File: config.mk
export PLATFORM = sky130hd
export DESIGN_NAME = i2c_memory_transaction_sequencer
export DESIGN_NICKNAME = d
export VERILOG_FILES = /design/src/rtl/imts_pkg.sv /design/src/rtl/imts_front.sv /design/src/rtl/imts_queue.sv /design/src/rtl/imts_back.sv /design/src/rtl/i2c_memory_transaction_sequencer.sv
export VERILOG_INCLUDE_DIRS = /design/src /design/src/rtl
export SDC_FILE = /design/constraint.sdc
export NUM_CORES = 1
export LEC_CHECK = 0
export ABC_AREA = 1
export ABC_CLOCK_PERIOD_IN_PS = 5200
export BUFFER_PORTS_ARGS = -buffer_cell sky130_fd_sc_hd__buf_2
export CORE_MARGIN = 2
export CORE_UTILIZATION = 57
export CTS_BUF_LIST = sky130_fd_sc_hd__clkbuf_4 sky130_fd_sc_hd__clkbuf_8
export DETAILED_ROUTE_END_ITERATION = 8
export PLACE_DENSITY = 0.84
export SETUP_SLACK_MARGIN = 0.3
export SLEW_MARGIN = 20
export SYNTH_ARGS = -nofsm -noshare
export SYNTH_HDL_FRONTEND = slang
export SYNTH_SLANG_ARGS = --single-unit
File: constraint.sdc
create_clock -name clk_i -period 5.2 [get_ports clk_i]
set_clock_uncertainty 0.2 [all_clocks]
set_input_delay 1.04 -clock clk_i [delete_from_list [all_inputs] [get_ports clk_i]]
set_output_delay 1.04 -clock clk_i [all_outputs]
set_load 0.005 [all_outputs]
File: src/rtl/i2c_memory_transaction_sequencer_macros.svh
// ----------------------------------------------------------------------------
// I2C memory transaction sequencer: assertion macros
// Shared property templates for the concurrent checks of the sequencer.
// ----------------------------------------------------------------------------
`ifndef I2C_MEMORY_TRANSACTION_SEQUENCER_MACROS_SVH
`define I2C_MEMORY_TRANSACTION_SEQUENCER_MACROS_SVH

// Same-cycle implication, disabled while reset is asserted.
`define IMTS_ASSERT_NOW(lbl, clk, rstn, ante, cons, msg) \
  lbl: assert property (@(posedge clk) disable iff (!rstn) (ante) |-> (cons)) \
    else $error(msg);

// Next-cycle implication, disabled while reset is asserted.
`define IMTS_ASSERT_NEXT(lbl, clk, rstn, ante, cons, msg) \
  lbl: assert property (@(posedge clk) disable iff (!rstn) (ante) |=> (cons)) \
    else $error(msg);

`endif

File: src/rtl/imts_pkg.sv
// ----------------------------------------------------------------------------
// imts_pkg
// Op codes, engine action codes, status codes and the result bundle type.
// ----------------------------------------------------------------------------
`timescale 1ns / 1ps

package imts_pkg;

  // Input op codes.
  localparam logic [3:0] OP_WRITE_CMD  = 4'd0;
  localparam logic [3:0] OP_READ_CMD   = 4'd1;
  localparam logic [3:0] OP_START_DONE = 4'd2;
  localparam logic [3:0] OP_ADDR_ACK   = 4'd3;
  localparam logic [3:0] OP_NACK       = 4'd4;
  localparam logic [3:0] OP_TX_EMPTY   = 4'd5;
  localparam logic [3:0] OP_RX_BYTE    = 4'd6;
  localparam logic [3:0] OP_WRITE_BYTE = 4'd7;
  localparam logic [3:0] OP_TICK       = 4'd8;

  // Engine action codes.
  localparam logic [3:0] ACT_START    = 4'd0;
  localparam logic [3:0] ACT_SEND     = 4'd1;
  localparam logic [3:0] ACT_STOP     = 4'd2;
  localparam logic [3:0] ACT_ACK      = 4'd3;
  localparam logic [3:0] ACT_NACK     = 4'd4;
  localparam logic [3:0] ACT_NEED     = 4'd5;
  localparam logic [3:0] ACT_READ     = 4'd6;
  localparam logic [3:0] ACT_RESET    = 4'd7;
  localparam logic [3:0] ACT_REENABLE = 4'd8;
  localparam logic [3:0] ACT_CLRNACK  = 4'd9;
  localparam logic [3:0] ACT_DONE     = 4'd10;

  // Completion status codes.
  localparam logic [1:0] ST_OK      = 2'd0;
  localparam logic [1:0] ST_BUSY    = 2'd1;
  localparam logic [1:0] ST_TIMEOUT = 2'd2;
  localparam logic [1:0] ST_NACKED  = 2'd3;

  localparam int MAX_ACTIONS = 4;
  localparam int QDEPTH      = 4;
  localparam int QPTR_W      = 2;

  // All actions caused by one request. At most one of them carries a byte
  // and at most one carries a status, so one field of each suffices.
  typedef struct packed {
    logic [2:0]                   cnt;
    logic [MAX_ACTIONS-1:0][3:0]  act;
    logic [7:0]                   data;
    logic [1:0]                   status;
  } bundle_t;

endpackage

File: src/rtl/imts_front.sv
// ----------------------------------------------------------------------------
// imts_front
// Transaction state machine: classifies each request against the current
// phase, updates the state and builds the bundle of engine actions.
// ----------------------------------------------------------------------------
`timescale 1ns / 1ps

module imts_front #(
  parameter int MAX_ADDR_BYTES = 2,
  parameter int TIMEOUT_BITS   = 16
) (
  input  logic              clk_i,
  input  logic              rst_ni,
  input  logic              fire_i,
  input  logic [3:0]        op_i,
  input  logic [6:0]        dev_addr_i,
  input  logic [15:0]       mem_addr_i,
  input  logic [1:0]        addr_bytes_i,
  input  logic [15:0]       length_i,
  input  logic [15:0]       timeout_ms_i,
  input  logic [7:0]        data_byte_i,
  input  logic              bus_busy_i,
  input  logic              lines_idle_i,
  input  logic              master_mode_i,
  input  logic              ctrl_extra_i,
  output logic              push_o,
  output imts_pkg::bundle_t bundle_o
);

  localparam int AbW = $clog2(MAX_ADDR_BYTES + 1);
  localparam logic [31:0] TmoMax = 32'((64'd1 << TIMEOUT_BITS) - 64'd1);

  localparam logic [3:0] PH_IDLE   = 4'd0;
  localparam logic [3:0] PH_START  = 4'd1;
  localparam logic [3:0] PH_ADDR_W = 4'd2;
  localparam logic [3:0] PH_MADDR  = 4'd3;
  localparam logic [3:0] PH_NEED   = 4'd4;
  localparam logic [3:0] PH_TXDATA = 4'd5;
  localparam logic [3:0] PH_RSTART = 4'd6;
  localparam logic [3:0] PH_ADDR_R = 4'd7;
  localparam logic [3:0] PH_RECV   = 4'd8;

  logic [3:0]              phase_q, phase_d;
  logic                    is_read_q, is_read_d;
  logic [6:0]              target_q, target_d;
  logic [15:0]             maddr_q, maddr_d;
  logic [AbW-1:0]          abl_q, abl_d;
  logic [15:0]             total_q, total_d;
  logic [15:0]             done_q, done_d;
  logic [TIMEOUT_BITS-1:0] reload_q, reload_d;
  logic [TIMEOUT_BITS-1:0] tleft_q, tleft_d;

  logic [AbW-1:0]          abl_sat;
  logic [AbW-1:0]          sel;
  logic [7:0]              maddr_byte;
  logic [31:0]             tmo_ext;
  logic [TIMEOUT_BITS-1:0] tmo_sat;
  logic [15:0]             done_inc;

  assign abl_sat  = (addr_bytes_i > 2'(MAX_ADDR_BYTES)) ? AbW'(MAX_ADDR_BYTES)
                                                          : AbW'(addr_bytes_i);
  assign sel        = abl_q - AbW'(1);
  assign maddr_byte = maddr_q[8*sel +: 8];
  assign tmo_ext    = 32'(timeout_ms_i);
  assign tmo_sat    = (tmo_ext > TmoMax) ? TIMEOUT_BITS'(TmoMax)
                                         : TIMEOUT_BITS'(tmo_ext);
  assign done_inc   = done_q + 16'd1;

  always_comb begin
    imts_pkg::bundle_t b;
    logic [2:0]        n;
    b         = '0;
    n         = '0;
    phase_d   = phase_q;
    is_read_d = is_read_q;
    target_d  = target_q;
    maddr_d   = maddr_q;
    abl_d     = abl_q;
    total_d   = total_q;
    done_d    = done_q;
    reload_d  = reload_q;
    tleft_d   = tleft_q;

    unique case (op_i) inside
      imts_pkg::OP_WRITE_CMD, imts_pkg::OP_READ_CMD: begin
        if (phase_q == PH_IDLE) begin
          if (bus_busy_i) begin
            // Recovery: a reset leaves the engine neither master nor with
            // extra control bits, so nothing else is needed after it.
            if (lines_idle_i) begin
              b.act[n[1:0]] = imts_pkg::ACT_RESET; n = n + 3'd1;
            end else begin
              if (master_mode_i) begin
                b.act[n[1:0]] = imts_pkg::ACT_STOP; n = n + 3'd1;
              end
              if (ctrl_extra_i) begin
                b.act[n[1:0]] = imts_pkg::ACT_REENABLE; n = n + 3'd1;
              end
            end
            b.act[n[1:0]] = imts_pkg::ACT_DONE; n = n + 3'd1;
            b.status = imts_pkg::ST_BUSY;
          end else begin
            is_read_d = (op_i == imts_pkg::OP_READ_CMD);
            target_d  = dev_addr_i;
            maddr_d   = mem_addr_i;
            abl_d     = abl_sat;
            total_d   = length_i;
            done_d    = '0;
            reload_d  = tmo_sat;
            tleft_d   = tmo_sat;
            b.act[n[1:0]] = imts_pkg::ACT_START; n = n + 3'd1;
            phase_d   = PH_START;
          end
        end
      end
      imts_pkg::OP_START_DONE: begin
        if (phase_q == PH_START || phase_q == PH_RSTART) begin
          b.act[n[1:0]] = imts_pkg::ACT_SEND; n = n + 3'd1;
          b.data   = {target_q, (phase_q == PH_RSTART)};
          tleft_d  = reload_q;
          phase_d  = (phase_q == PH_RSTART) ? PH_ADDR_R : PH_ADDR_W;
        end
      end
      imts_pkg::OP_ADDR_ACK, imts_pkg::OP_TX_EMPTY: begin
        if ((op_i == imts_pkg::OP_ADDR_ACK && phase_q == PH_ADDR_W) ||
            (op_i == imts_pkg::OP_TX_EMPTY && phase_q == PH_MADDR)) begin
          if (abl_q != '0) begin
            b.act[n[1:0]] = imts_pkg::ACT_SEND; n = n + 3'd1;
            b.data  = maddr_byte;
            abl_d   = abl_q - AbW'(1);
            phase_d = PH_MADDR;
          end else if (is_read_q) begin
            b.act[n[1:0]] = imts_pkg::ACT_START; n = n + 3'd1;
            tleft_d = reload_q;
            phase_d = PH_RSTART;
          end else if (total_q != '0) begin
            b.act[n[1:0]] = imts_pkg::ACT_NEED; n = n + 3'd1;
            phase_d = PH_NEED;
          end else begin
            b.act[n[1:0]] = imts_pkg::ACT_STOP; n = n + 3'd1;
            b.act[n[1:0]] = imts_pkg::ACT_DONE; n = n + 3'd1;
            b.status = imts_pkg::ST_OK;
            phase_d  = PH_IDLE;
          end
        end else if (op_i == imts_pkg::OP_ADDR_ACK && phase_q == PH_ADDR_R) begin
          if (total_q == '0) begin
            // An empty read completes without a stop.
            b.act[n[1:0]] = imts_pkg::ACT_DONE; n = n + 3'd1;
            b.status = imts_pkg::ST_OK;
            phase_d  = PH_IDLE;
          end else begin
            if (total_q == 16'd1) begin
              b.act[n[1:0]] = imts_pkg::ACT_NACK; n = n + 3'd1;
              b.act[n[1:0]] = imts_pkg::ACT_STOP; n = n + 3'd1;
            end else begin
              b.act[n[1:0]] = imts_pkg::ACT_ACK; n = n + 3'd1;
            end
            phase_d = PH_RECV;
          end
        end else if (op_i == imts_pkg::OP_TX_EMPTY && phase_q == PH_TXDATA) begin
          done_d = done_inc;
          if (done_inc < total_q) begin
            b.act[n[1:0]] = imts_pkg::ACT_NEED; n = n + 3'd1;
            phase_d = PH_NEED;
          end else begin
            b.act[n[1:0]] = imts_pkg::ACT_STOP; n = n + 3'd1;
            b.act[n[1:0]] = imts_pkg::ACT_DONE; n = n + 3'd1;
            b.status = imts_pkg::ST_OK;
            phase_d  = PH_IDLE;
          end
        end
      end
      imts_pkg::OP_NACK: begin
        if (phase_q == PH_ADDR_W || phase_q == PH_ADDR_R ||
            phase_q == PH_MADDR || phase_q == PH_TXDATA) begin
          b.act[n[1:0]] = imts_pkg::ACT_STOP; n = n + 3'd1;
          // A nack on a data or memory address byte also leaves a flag to clear.
          if (phase_q == PH_MADDR || phase_q == PH_TXDATA) begin
            b.act[n[1:0]] = imts_pkg::ACT_CLRNACK; n = n + 3'd1;
          end
          b.act[n[1:0]] = imts_pkg::ACT_DONE; n = n + 3'd1;
          b.status = imts_pkg::ST_NACKED;
          phase_d  = PH_IDLE;
        end
      end
      imts_pkg::OP_RX_BYTE: begin
        if (phase_q == PH_RECV) begin
          b.act[n[1:0]] = imts_pkg::ACT_READ; n = n + 3'd1;
          b.data = data_byte_i;
          done_d = done_inc;
          if (done_inc >= total_q) begin
            b.act[n[1:0]] = imts_pkg::ACT_DONE; n = n + 3'd1;
            b.status = imts_pkg::ST_OK;
            phase_d  = PH_IDLE;
          end else if (total_q - done_inc == 16'd1) begin
            b.act[n[1:0]] = imts_pkg::ACT_NACK; n = n + 3'd1;
            b.act[n[1:0]] = imts_pkg::ACT_STOP; n = n + 3'd1;
          end else begin
            b.act[n[1:0]] = imts_pkg::ACT_ACK; n = n + 3'd1;
          end
        end
      end
      imts_pkg::OP_WRITE_BYTE: begin
        if (phase_q == PH_NEED) begin
          b.act[n[1:0]] = imts_pkg::ACT_SEND; n = n + 3'd1;
          b.data  = data_byte_i;
          phase_d = PH_TXDATA;
        end
      end
      imts_pkg::OP_TICK: begin
        if (phase_q == PH_START || phase_q == PH_ADDR_W ||
            phase_q == PH_RSTART || phase_q == PH_ADDR_R) begin
          if (tleft_q <= TIMEOUT_BITS'(1)) begin
            tleft_d = '0;
            b.act[n[1:0]] = imts_pkg::ACT_DONE; n = n + 3'd1;
            b.status = imts_pkg::ST_TIMEOUT;
            phase_d  = PH_IDLE;
          end else begin
            tleft_d = tleft_q - TIMEOUT_BITS'(1);
          end
        end
      end
      default: begin
      end
    endcase

    b.cnt    = n;
    bundle_o = b;
  end

  assign push_o = fire_i && (bundle_o.cnt != 3'd0);

  always_ff @(posedge clk_i or negedge rst_ni) begin
    if (!rst_ni) begin
      phase_q   <= PH_IDLE;
      is_read_q <= 1'b0;
      target_q  <= '0;
      maddr_q   <= '0;
      abl_q     <= '0;
      total_q   <= '0;
      done_q    <= '0;
      reload_q  <= '0;
      tleft_q   <= '0;
    end else if (fire_i) begin
      phase_q   <= phase_d;
      is_read_q <= is_read_d;
      target_q  <= target_d;
      maddr_q   <= maddr_d;
      abl_q     <= abl_d;
      total_q   <= total_d;
      done_q    <= done_d;
      reload_q  <= reload_d;
      tleft_q   <= tleft_d;
    end
  end

endmodule

File: src/rtl/imts_queue.sv
// ----------------------------------------------------------------------------
// imts_queue
// Short first-in first-out queue of action bundles between the state machine
// and the result serializer.
// ----------------------------------------------------------------------------
`timescale 1ns / 1ps

module imts_queue (
  input  logic              clk_i,
  input  logic              rst_ni,
  input  logic              push_i,
  input  imts_pkg::bundle_t push_data_i,
  input  logic              pop_i,
  output logic              full_o,
  output logic              empty_o,
  output imts_pkg::bundle_t head_o
);

  imts_pkg::bundle_t              mem_q [imts_pkg::QDEPTH];
  logic [imts_pkg::QPTR_W-1:0]    wptr_q, rptr_q;
  logic [imts_pkg::QPTR_W:0]      count_q;

  assign full_o  = (count_q == (imts_pkg::QPTR_W + 1)'(imts_pkg::QDEPTH));
  assign empty_o = (count_q == '0);
  assign head_o  = mem_q[rptr_q];

  always_ff @(posedge clk_i) begin
    if (push_i) begin
      mem_q[wptr_q] <= push_data_i;
    end
  end

  always_ff @(posedge clk_i or negedge rst_ni) begin
    if (!rst_ni) begin
      wptr_q  <= '0;
      rptr_q  <= '0;
      count_q <= '0;
    end else begin
      if (push_i) begin
        wptr_q <= wptr_q + imts_pkg::QPTR_W'(1);
      end
      if (pop_i) begin
        rptr_q <= rptr_q + imts_pkg::QPTR_W'(1);
      end
      if (push_i && !pop_i) begin
        count_q <= count_q + (imts_pkg::QPTR_W + 1)'(1);
      end else if (pop_i && !push_i) begin
        count_q <= count_q - (imts_pkg::QPTR_W + 1)'(1);
      end
    end
  end

endmodule

File: src/rtl/imts_back.sv
// ----------------------------------------------------------------------------
// imts_back
// Result serializer: steps through the actions of the bundle at the head of
// the queue, one result per cycle while out_ready_i is high, and flags the final one.
// ----------------------------------------------------------------------------
`timescale 1ns / 1ps

module imts_back (
  input  logic              clk_i,
  input  logic              rst_ni,
  input  logic              head_valid_i,
  input  imts_pkg::bundle_t head_i,
  output logic              pop_o,
  output logic              out_valid_o,
  input  logic              out_ready_i,
  output logic [3:0]        action_o,
  output logic [7:0]        byte_out_o,
  output logic [1:0]        status_o,
  output logic              last_o
);

  logic [1:0] idx_q, idx_d;
  logic       fire;

  assign out_valid_o = head_valid_i;
  assign action_o    = head_i.act[idx_q];
  assign last_o      = ({1'b0, idx_q} == head_i.cnt - 3'd1);
  assign byte_out_o  = (action_o == imts_pkg::ACT_SEND || action_o == imts_pkg::ACT_READ)
                       ? head_i.data : 8'd0;
  assign status_o    = (action_o == imts_pkg::ACT_DONE) ? head_i.status : 2'd0;

  assign fire  = out_valid_o && out_ready_i;
  assign pop_o = fire && last_o;
  assign idx_d = pop_o ? 2'd0 : idx_q + 2'd1;

  always_ff @(posedge clk_i or negedge rst_ni) begin
    if (!rst_ni) begin
      idx_q <= '0;
    end else if (fire) begin
      idx_q <= idx_d;
    end
  end

endmodule

File: src/rtl/i2c_memory_transaction_sequencer.sv
// ----------------------------------------------------------------------------
// i2c_memory_transaction_sequencer
// Each accepted request's bundle is written into the bundle queue, and the
// serializer reads results from its head. Throughput: one request per cycle while
// the four-entry bundle queue has room; the output side delivers one result per cycle
// while out_ready_i is high. Reset clears phase, pointers and counters.
// ----------------------------------------------------------------------------
`timescale 1ns / 1ps
`include "i2c_memory_transaction_sequencer_macros.svh"

module i2c_memory_transaction_sequencer #(
  parameter int MAX_ADDR_BYTES = 2,
  parameter int TIMEOUT_BITS   = 16
) (
  input  logic        clk_i,
  input  logic        rst_ni,
  input  logic        in_valid_i,
  output logic        in_ready_o,
  input  logic [3:0]  op_i,
  input  logic [6:0]  dev_addr_i,
  input  logic [15:0] mem_addr_i,
  input  logic [1:0]  addr_bytes_i,
  input  logic [15:0] length_i,
  input  logic [15:0] timeout_ms_i,
  input  logic [7:0]  data_byte_i,
  input  logic        bus_busy_i,
  input  logic        lines_idle_i,
  input  logic        master_mode_i,
  input  logic        ctrl_extra_i,
  output logic        out_valid_o,
  input  logic        out_ready_i,
  output logic [3:0]  action_o,
  output logic [7:0]  byte_out_o,
  output logic [1:0]  status_o,
  output logic        last_o
);

  logic              fire;
  logic              push;
  logic              pop;
  logic              full;
  logic              empty;
  imts_pkg::bundle_t bundle;
  imts_pkg::bundle_t head;

  assign in_ready_o = !full;
  assign fire       = in_valid_i && in_ready_o;

  imts_front #(
    .MAX_ADDR_BYTES(MAX_ADDR_BYTES),
    .TIMEOUT_BITS  (TIMEOUT_BITS)
  ) u_front (
    .clk_i        (clk_i),
    .rst_ni       (rst_ni),
    .fire_i       (fire),
    .op_i         (op_i),
    .dev_addr_i   (dev_addr_i),
    .mem_addr_i   (mem_addr_i),
    .addr_bytes_i (addr_bytes_i),
    .length_i     (length_i),
    .timeout_ms_i (timeout_ms_i),
    .data_byte_i  (data_byte_i),
    .bus_busy_i   (bus_busy_i),
    .lines_idle_i (lines_idle_i),
    .master_mode_i(master_mode_i),
    .ctrl_extra_i (ctrl_extra_i),
    .push_o       (push),
    .bundle_o     (bundle)
  );

  imts_queue u_queue (
    .clk_i      (clk_i),
    .rst_ni     (rst_ni),
    .push_i     (push),
    .push_data_i(bundle),
    .pop_i      (pop),
    .full_o     (full),
    .empty_o    (empty),
    .head_o     (head)
  );

  imts_back u_back (
    .clk_i       (clk_i),
    .rst_ni      (rst_ni),
    .head_valid_i(!empty),
    .head_i      (head),
    .pop_o       (pop),
    .out_valid_o (out_valid_o),
    .out_ready_i (out_ready_i),
    .action_o    (action_o),
    .byte_out_o  (byte_out_o),
    .status_o    (status_o),
    .last_o      (last_o)
  );

  // A request whose results are only partly delivered keeps the output valid.
  `IMTS_ASSERT_NEXT(a_rest_pending, clk_i, rst_ni, out_valid_o && out_ready_i && !last_o, out_valid_o, "results of a request were dropped")
  // With nothing queued the input side must be open.
  `IMTS_ASSERT_NOW(a_empty_ready, clk_i, rst_ni, !out_valid_o, in_ready_o, "input stalled with an empty queue")
  // Completion always closes the results of its request.
  `IMTS_ASSERT_NOW(a_done_last, clk_i, rst_ni, out_valid_o && action_o == imts_pkg::ACT_DONE, last_o, "done action not flagged as final")

endmodule

==> flow_metrics.tcl, run 1 <==
set metrics [dict create \
    status "complete, no violations" \
    hold_buffers 0 \
    htree_levels 4 \
    antenna_found_initial 2 \
    io_pins 94 \
    root_buffer "clkbuf_8" \
    dp_hpwl_mm 18.1 \
    final_nets 1482 \
    coreArea_um2 18600 \
    finalSetupViolCount 0 \
    wl_per_cell_um 15.5 \
    drt_first_iter_violations 741 \
    hold_ws_ns 0.276 \
    grt-ovfl-total 0 \
    rrSetupSlack_ns 0.62 \
    hp-class "reg2reg" \
    die-width_um 142 \
    clk_latency_ns 0.50 \
    clock_sinks 199 \
    max_slew.worst_pin.slew_ns 1.02 \
    area_growth_pct 11.4 \
    drc 0 \
    crit_path_frequent_cell "nand2_1" \
    clk_pin_slew_ns 0.11 \
    drv_slew 0 \
    rsz0062_at_grt "false" \
    p_leak_nw 5.53 \
    cp_max_fo 7 \
    preCtsSetupSlack_ns 0.578 \
    postSynthAreaPerCell_um2 8.42 \
    max-slew-margin-rel 0.316 \
    path_class "reg2reg" \
    initial_core_util 0.580 \
    port_buffers 93 \
    syn_area_um2 10800 \
    layout_commonest_cell "nand2_1" \
    setup_tns_ns 0 \
    fin_ws_ns 0.625 \
    finalHoldViolations 0 \
    vias_per_cell 5.62 \
    grt_max_degree 75 \
    clock.fmax_mhz 219 \
    wl_mm 25.3 \
    synth_cell_types 51 \
    most-common-layout-cells "nand2_1, nor2_1, inv_1" \
    cp_num_buf_inv 4 \
    seq_area_frac_synth 0.505 \
    grt_pass1_wl_mm 40.9 \
    die_h_um 142 \
    die_area_um2 20100 \
    cts_tree "yes" \
    cp-end-kind "flip-flop" \
    cpLargestDelayFamily "simple AND/OR/NAND/NOR gates" \
    slowest_delay_ns 0.42 \
    vias 9126 \
    worstPathArrival_ns 4.75 \
    synth-main-ff-cell "dfrtp_1" \
    synthArstFlopShare 0.518 \
    std_cell_rows 50 \
    max_cap_viol_count 0 \
    track_usage 0.257 \
    antenna_left 0 \
    grt_pass1_vias 8559 \
    clock_path_buffers 2 \
    min_period_ns 4.58 \
    cp-start-kind "flip-flop" \
    ys_warn_count 0 \
    gp_congestion 0.940 \
    required_ns 5.37 \
    ir_worst_vdd_uv 269 \
    synth-seq-cells 199 \
    synth_nets 1389 \
    drive_gt1_frac 0.145 \
    synthCells 1284 \
    numCtsBuffers 17 \
    finalCritPeriodShare 0.880 \
    powerDensity_nw_per_um2 451 \
    cpMaxStageDelayCell "dfrtp_2" \
    dr.pass1.iters 5 \
    synth_edf_count 96 \
    fill_cells 1538 \
]
[final timing paths]
check	depth (start not counted)	startpoint	endpoint
worst max-delay path	30	u_front.done_q[0]	u_queue.count_q[2]
worst min-delay path	2	u_front.maddr_q[2]	u_front.maddr_q[2]
worst max register to register	30	u_front.done_q[0]	u_queue.count_q[2]
worst min register to register	2	u_front.maddr_q[2]	u_front.maddr_q[2]
max in group asynchronous	2	rst_ni	u_front.maddr_q[9]
min in group asynchronous	1	rst_ni	u_front.total_q[10]
[cell usage after synthesis, types with 18 or more instances]
cell      count  area [um^2]
xor2_1       22          193
a21oi_1      43          215
nor2_1      143          537
nand2_1     349         1310
o21ai_0      68          340
dfrtp_1     103         2580
inv_1       136          510
o22ai_1      18          113
clkbuf_1     30          113
edfxtp_1     96         2880
nand3_1      62          310
ha_1         26          325
nor3_1       21          105
[worst min-delay path, delay by kind of cell (launching register included)]
family / cells / cell delay (ns)
DFF: 1 / 0.35
and+or+nand+nor: 2 / 0.10
[timing repair]
action | CTS | global route
setup endpoints to repair | 0 | 2
setup buffers | 0 | 1
resized for setup | 0 | 3
[power breakdown]
group | internal, mW | switching [mW]
Clock | 0.388 | 0.665
Sequential | 1.95 | 0.268
Combinational | 0.796 | 1.37
[layer usage]
| layer | track usage | wire [um] | vias to the layer above | share of wire |
|---|---|---|---|---|
| met4 | 0.0932 | 586 | 0 | 0.023 |
| met3 | 0.0506 | 1410 | 53 | 0.056 |
| met5 | 0 | 0 | - | 0 |
| met1 | 0.330 | 10700 | 4265 | 0.42 |
| met2 | 0.437 | 12500 | 310 | 0.50 |
| li1 | - | - | 4498 | - |
[cells by family (layout without fill, tap and decap cells)]
kind of cell | count (synthesis) | after routing | share of synthesized area
AO/OA/AOI/OAI | 210 | 210 | 0.119
XOR/XNOR | 26 | 26 | 0.0211
adder cells (fa/ha/maj) | 28 | 28 | 0.0338
buffers and inverters | 182 | 288 | 0.0638
flip-flops | 199 | 199 | 0.505
multiplexers | 6 | 6 | 0.00579
other | 0 | 1 | 0
AND/OR/NAND/NOR | 633 | 633 | 0.251
[stage by stage]
| step | utilization | instance area [um^2] | cells | power [mW] |
|---|---|---|---|---|
| 3_5_place_dp | 0.622 | 11600 | 1591 | 4.38 |
| 2_1_floorplan | - | 10800 | 1284 | 3.75 |
| 3_3_place_gp | 0.622 | 11600 | 1591 | 4.31 |
| 4_1_cts | 0.645 | 12000 | 1623 | 5.43 |
| 6_report | 0.646 | 12000 | 1625 | 5.44 |
| 5_1_grt | 0.646 | 12000 | 1624 | 5.86 |
[registers in the layout, summed over array words and instances, names as in the netlist]
register           flops
u_front.maddr_q       16
u_queue.rptr_q         2
u_back.idx_q           2
u_front.is_read_q      1
u_front.done_q        16
u_queue.mem_q         96
u_front.reload_q      16
u_front.phase_q        4
u_front.total_q       16
u_front.target_q       7
u_queue.count_q        3
u_queue.wptr_q         2
u_front.tleft_q       16
u_front.abl_q          2
[final cells by class]
type / instances / area, um^2 / area share
Antenna cell: 1 / 2.50 / 0.000208
Inverter: 147 / 552 / 0.0458
Clock inverter: 15 / 196 / 0.0163
Multi-Input combinational cell: 903 / 4690 / 0.389
Tap cell: 234 / 293 / 0.0243
Clock buffer: 17 / 234 / 0.0194
Timing Repair Buffer: 109 / 613 / 0.0509
Sequential cell: 199 / 5460 / 0.454
Note: power is estimated with default switching activity, not from simulation.
==> run 2, diff against run 1 <==
Settings changed: CELL_PAD_IN_SITES_DETAIL_PLACEMENT set to 1, CELL_PAD_IN_SITES_GLOBAL_PLACEMENT set to 2, CORE_UTILIZATION 57 to 38, PLACE_DENSITY 0.84 to 0.9.
==> flow_metrics.tcl, run 2 (synthesis results as in run 1) <==
set metrics [dict create \
    hp-class "in2async" \
    clock.fmax_mhz 217 \
    die_area_um2 29800 \
    std_cell_rows 61 \
    most-common-layout-cells "nand2_1, inv_1, nor2_1" \
    hold_ws_ns 0.278 \
    io_pins 94 \
    track_usage 0.210 \
    r2r_cells 30 \
    max-slew-margin-rel 0.242 \
    finalHoldViolations 0 \
    grt-ovfl-total 0 \
    numCtsBuffers 17 \
    cp-start-kind "flip-flop" \
    dp.cells 1737 \
    final_nets 1490 \
    postPlaceCellArea_um2 11800 \
    rr_endpoint "u_queue.count_q[2]" \
    finalSetupViolCount 0 \
    startpoint "u_front.done_q[0]" \
    drv_slew 0 \
    fin_area_um2 12300 \
    wl_mm 30.9 \
    finalCritPeriodShare 0.888 \
    port_buffers 93 \
    final_cells 1778 \
    gp_congestion 0.858 \
    root_buffer "clkbuf_8" \
    setup_tns_ns 0 \
    power.total_mw 5.61 \
    final_util 0.442 \
    worst-path-stages 30 \
    fill_cells 3375 \
    cts_tree "yes" \
    cp-end-kind "flip-flop" \
    largest_register_ffs 96 \
    grt_pass1_vias 9563 \
    layout_commonest_cell "nand2_1" \
    max_slew.worst_pin.slew_ns 1.13 \
    slowest_delay_ns 0.46 \
    initial_core_util 0.388 \
    htree_levels 4 \
    cpMaxStageDelayCell "dfrtp_2" \
    drt_first_iter_violations 622 \
    powerDensity_nw_per_um2 456 \
    status "complete, no violations" \
    clock_sinks 199 \
    dr.pass1.iters 6 \
    clk_latency_ns 0.50 \
    clk_pin_slew_ns 0.14 \
    p_leak_nw 5.58 \
    coreArea_um2 27900 \
    rrSetupSlack_ns 0.58 \
    worstPathArrival_ns 4.79 \
    crit_end "u_queue.count_q[2]" \
    grt_pass1_wl_mm 50.5 \
    drive_gt1_frac 0.155 \
    worstReg2RegStart "u_front.done_q[0]" \
    wl_per_cell_um 17.4 \
    cp_num_buf_inv 4 \
    vias_per_cell 5.14 \
    min_period_ns 4.62 \
    antenna_found_initial 3 \
    hold_buffers 0 \
    cp_max_fo 7 \
    ir_worst_vdd_uv 177 \
    multi_input_area_um2 4730 \
    path_class "reg2reg" \
    clock_path_buffers 2 \
    cpLargestDelayFamily "simple AND/OR/NAND/NOR gates" \
    grt_max_degree 62 \
    preCtsSetupSlack_ns 0.430 \
    vias 9138 \
    dp_hpwl_mm 22.7 \
    max_cap_viol_count 0 \
    drc 0 \
    rsz0062_at_grt "true" \
    layout.area.seq_um2 5460 \
    largest_register "u_queue.mem_q" \
    die_h_um 173 \
    fin_ws_ns 0.581 \
    area_growth_pct 14.0 \
    antenna_left 0 \
    die-width_um 173 \
    required_ns 5.37 \
]
## run 2: cell types whose count changed in the layout (fill, tap and decap cells not counted), sizes merged
cell / delta
clkinv: -1
diode: +1
clkinvlp: -1
buf: +8
inv: +2
## run 2: power breakdown
part | switching (mW) | total [mW] | internal, mW
Combinational | 1.43 | 2.24 | 0.810
Sequential | 0.296 | 2.24 | 1.95
Clock | 0.723 | 1.13 | 0.403
## run 2: routing by layer
| layer | vias to the layer above | global-route usage | wire length [um] |
|---|---|---|---|
| li1 | 4490 | - | - |
| met1 | 4489 | 0.275 | 14200 |
| met2 | 123 | 0.365 | 15500 |
| met3 | 34 | 0.0279 | 775 |
| met4 | 2 | 0.0580 | 385 |
| met5 | - | 0 | 7 |
## run 2: how the worst min path moves through the flow
stage | to | depth (start not counted)
5_1_grt | u_front.done_q[0] | 1
3_5_place_dp | u_front.maddr_q[2] | 2
2_1_floorplan | u_front.maddr_q[1] | 2
3_3_place_gp | u_front.maddr_q[2] | 2
4_1_cts | u_front.done_q[0] | 1
6_report | u_front.done_q[0] | 1
## run 2: worst register-to-register path: cells and delay by family, from the launching register on
family / cells / cell delay [ns]
fa+ha+maj: 4 / 0.96
compound gates: 3 / 0.38
buf+inv: 4 / 0.30
flops: 1 / 0.46
xor+xnor: 2 / 0.36
simple gates: 17 / 1.84
## run 2: final cells by class
class / instances / area share
flip-flops and latches: 199 / 0.443
well taps: 378 / 0.0384
repair buffers: 117 / 0.0526
clock inverters: 15 / 0.0178
multi-input cells: 903 / 0.384
clock buffers: 17 / 0.0190
inverters: 147 / 0.0448
diodes: 2 / 0.000406
## run 2: repair_timing
action                     in CTS  in global routing
setup buffers                   0                  7
resized for setup               0                 16
setup endpoints to repair       0                 71
==> run 3, diff against run 2 <==
Settings changed: ABC_CLOCK_PERIOD_IN_PS 5200 to 4670.
Clock period 5.2 ns to 4.67 ns, I/O delays scaled along.
==> flow_metrics.tcl, run 3 (synthesis results as in run 1) <==
set metrics [dict create \
    final_util 0.458 \
    wl_mm 31.6 \
    grt_pass1_wl_mm 51.5 \
    finalHoldViolations 0 \
    gp_congestion 0.868 \
    grt_pass1_vias 9937 \
    use_met3 0.0350 \
    drc 0 \
    cp-start-kind "flip-flop" \
    track_usage 0.214 \
    ir_worst_vdd_uv 228 \
    grt_max_degree 62 \
    preCtsSetupSlack_ns -0.0183 \
    layout_commonest_cell "nand2_1" \
    power.total_mw 6.39 \
    initial_core_util 0.388 \
    finalSetupViolCount 0 \
    fin_ws_ns 0.399 \
    dp.cells 1742 \
    dp_hpwl_mm 22.8 \
    powerDensity_nw_per_um2 501 \
    cp-end-kind "flip-flop" \
    die-width_um 173 \
    root_buffer "clkbuf_8" \
    antenna_found_initial 2 \
    cts_tree "yes" \
    vias_per_cell 5.17 \
    finalCritPeriodShare 0.915 \
    hold_ws_ns 0.285 \
    min_period_ns 4.27 \
    path_class "reg2reg" \
    std_cell_rows 61 \
    grtUsageMet2 0.385 \
    clk_latency_ns 0.50 \
    die_area_um2 29800 \
    hold_buffers 0 \
    numCtsBuffers 17 \
    clk_pin_slew_ns 0.13 \
    slowest_delay_ns 0.39 \
    rrSetupSlack_ns 0.40 \
    antenna_left 0 \
    clock.fmax_mhz 234 \
    area_growth_pct 18.2 \
    max_slew.worst_pin.slew_ns 1.06 \
    grtUsageMet1 0.272 \
    largest_register "u_queue.mem_q" \
    p_leak_nw 5.78 \
    wl_per_cell_um 17.5 \
    setup_tns_ns 0 \
    drt_first_iter_violations 522 \
    drive_gt1_frac 0.190 \
    vias 9342 \
    clock_path_buffers 2 \
    rsz0062_at_grt "true" \
    die_h_um 173 \
    dr.pass1.iters 4 \
    max_cap_viol_count 0 \
    most-common-layout-cells "nand2_1, nor2_1, inv_1" \
    max-slew-margin-rel 0.285 \
    largest_register_ffs 96 \
    final_nets 1521 \
    postPlaceCellArea_um2 11900 \
    cpMaxStageDelayCell "dfrtp_1" \
    required_ns 4.84 \
    status "complete, no violations" \
    worstReg2RegStart "u_front.done_q[1]" \
    io_pins 94 \
    busiest_layer "met2" \
    startpoint "u_front.done_q[1]" \
    final_cells 1807 \
    antenna_cells 0 \
    drv_slew 0 \
    fin_area_um2 12800 \
    coreArea_um2 27900 \
    clock_sinks 199 \
    htree_levels 4 \
    grt-ovfl-total 0 \
    worstPathArrival_ns 4.45 \
    hp-class "in2async" \
    cp_max_fo 5 \
    port_buffers 93 \
]
[run 3: cell count changes in the layout (fill, tap and decap cells not counted), sizes merged]
| cell | delta |
|---|---|
| buf | +31 |
| clkinv | +2 |
| clkinvlp | +2 |
| diode | -2 |
| inv | -4 |
[run 3: worst max-delay path, delay by kind of cell, from the launching register on]
family / cells / cell delay (ns)
DFF: 1 / 0.39
and+or+nand+nor: 17 / 1.60
buffers and inverters: 4 / 0.21
AOI/OAI and AO/OA: 3 / 0.39
xor gates and xnor gates: 2 / 0.37
adders and majority gates: 4 / 1.00
[run 3: worst paths after layout]
| check | cells past startpoint | endpoint |
|---|---|---|
| setup / recovery | 30 | u_queue.count_q[2] |
| hold / removal | 1 | u_front.total_q[11] |
| setup reg to reg | 30 | u_queue.count_q[2] |
| hold reg to reg | 2 | u_front.maddr_q[3] |
| max in group asynchronous | 2 | u_front.reload_q[15] |
| min in group clk_i | 2 | u_front.maddr_q[3] |
[run 3: metal layers]
layer / up-vias / part of all wire
met2: 130 / 0.52
met1: 4620 / 0.44
li1: 4558 / -
met3: 32 / 0.030
met5: - / 0.00035
met4: 2 / 0.014
[run 3: where the power goes]
group	switching (mW)	internal, mW	total (mW)	leakage [nW]
clock network	0.796	0.442	1.24	0.223
registers	0.306	2.17	2.48	2.25
logic	1.68	1.00	2.68	3.31
[run 3: area by class of cell]
class,count,area (um^2)
clock inverters,15,214
well taps,378,473
inverters,147,567
clock buffers,17,234
multi-input cells,903,4870
flip-flops and latches,199,5460
fillers,3333,15100
repair buffers,148,956
[run 3: what timing repair did]
item	in CTS	in global routing
resized for setup	24	30
endpoints found under the setup margin	99	110
pin swaps	18	17
buffers inserted	21	12
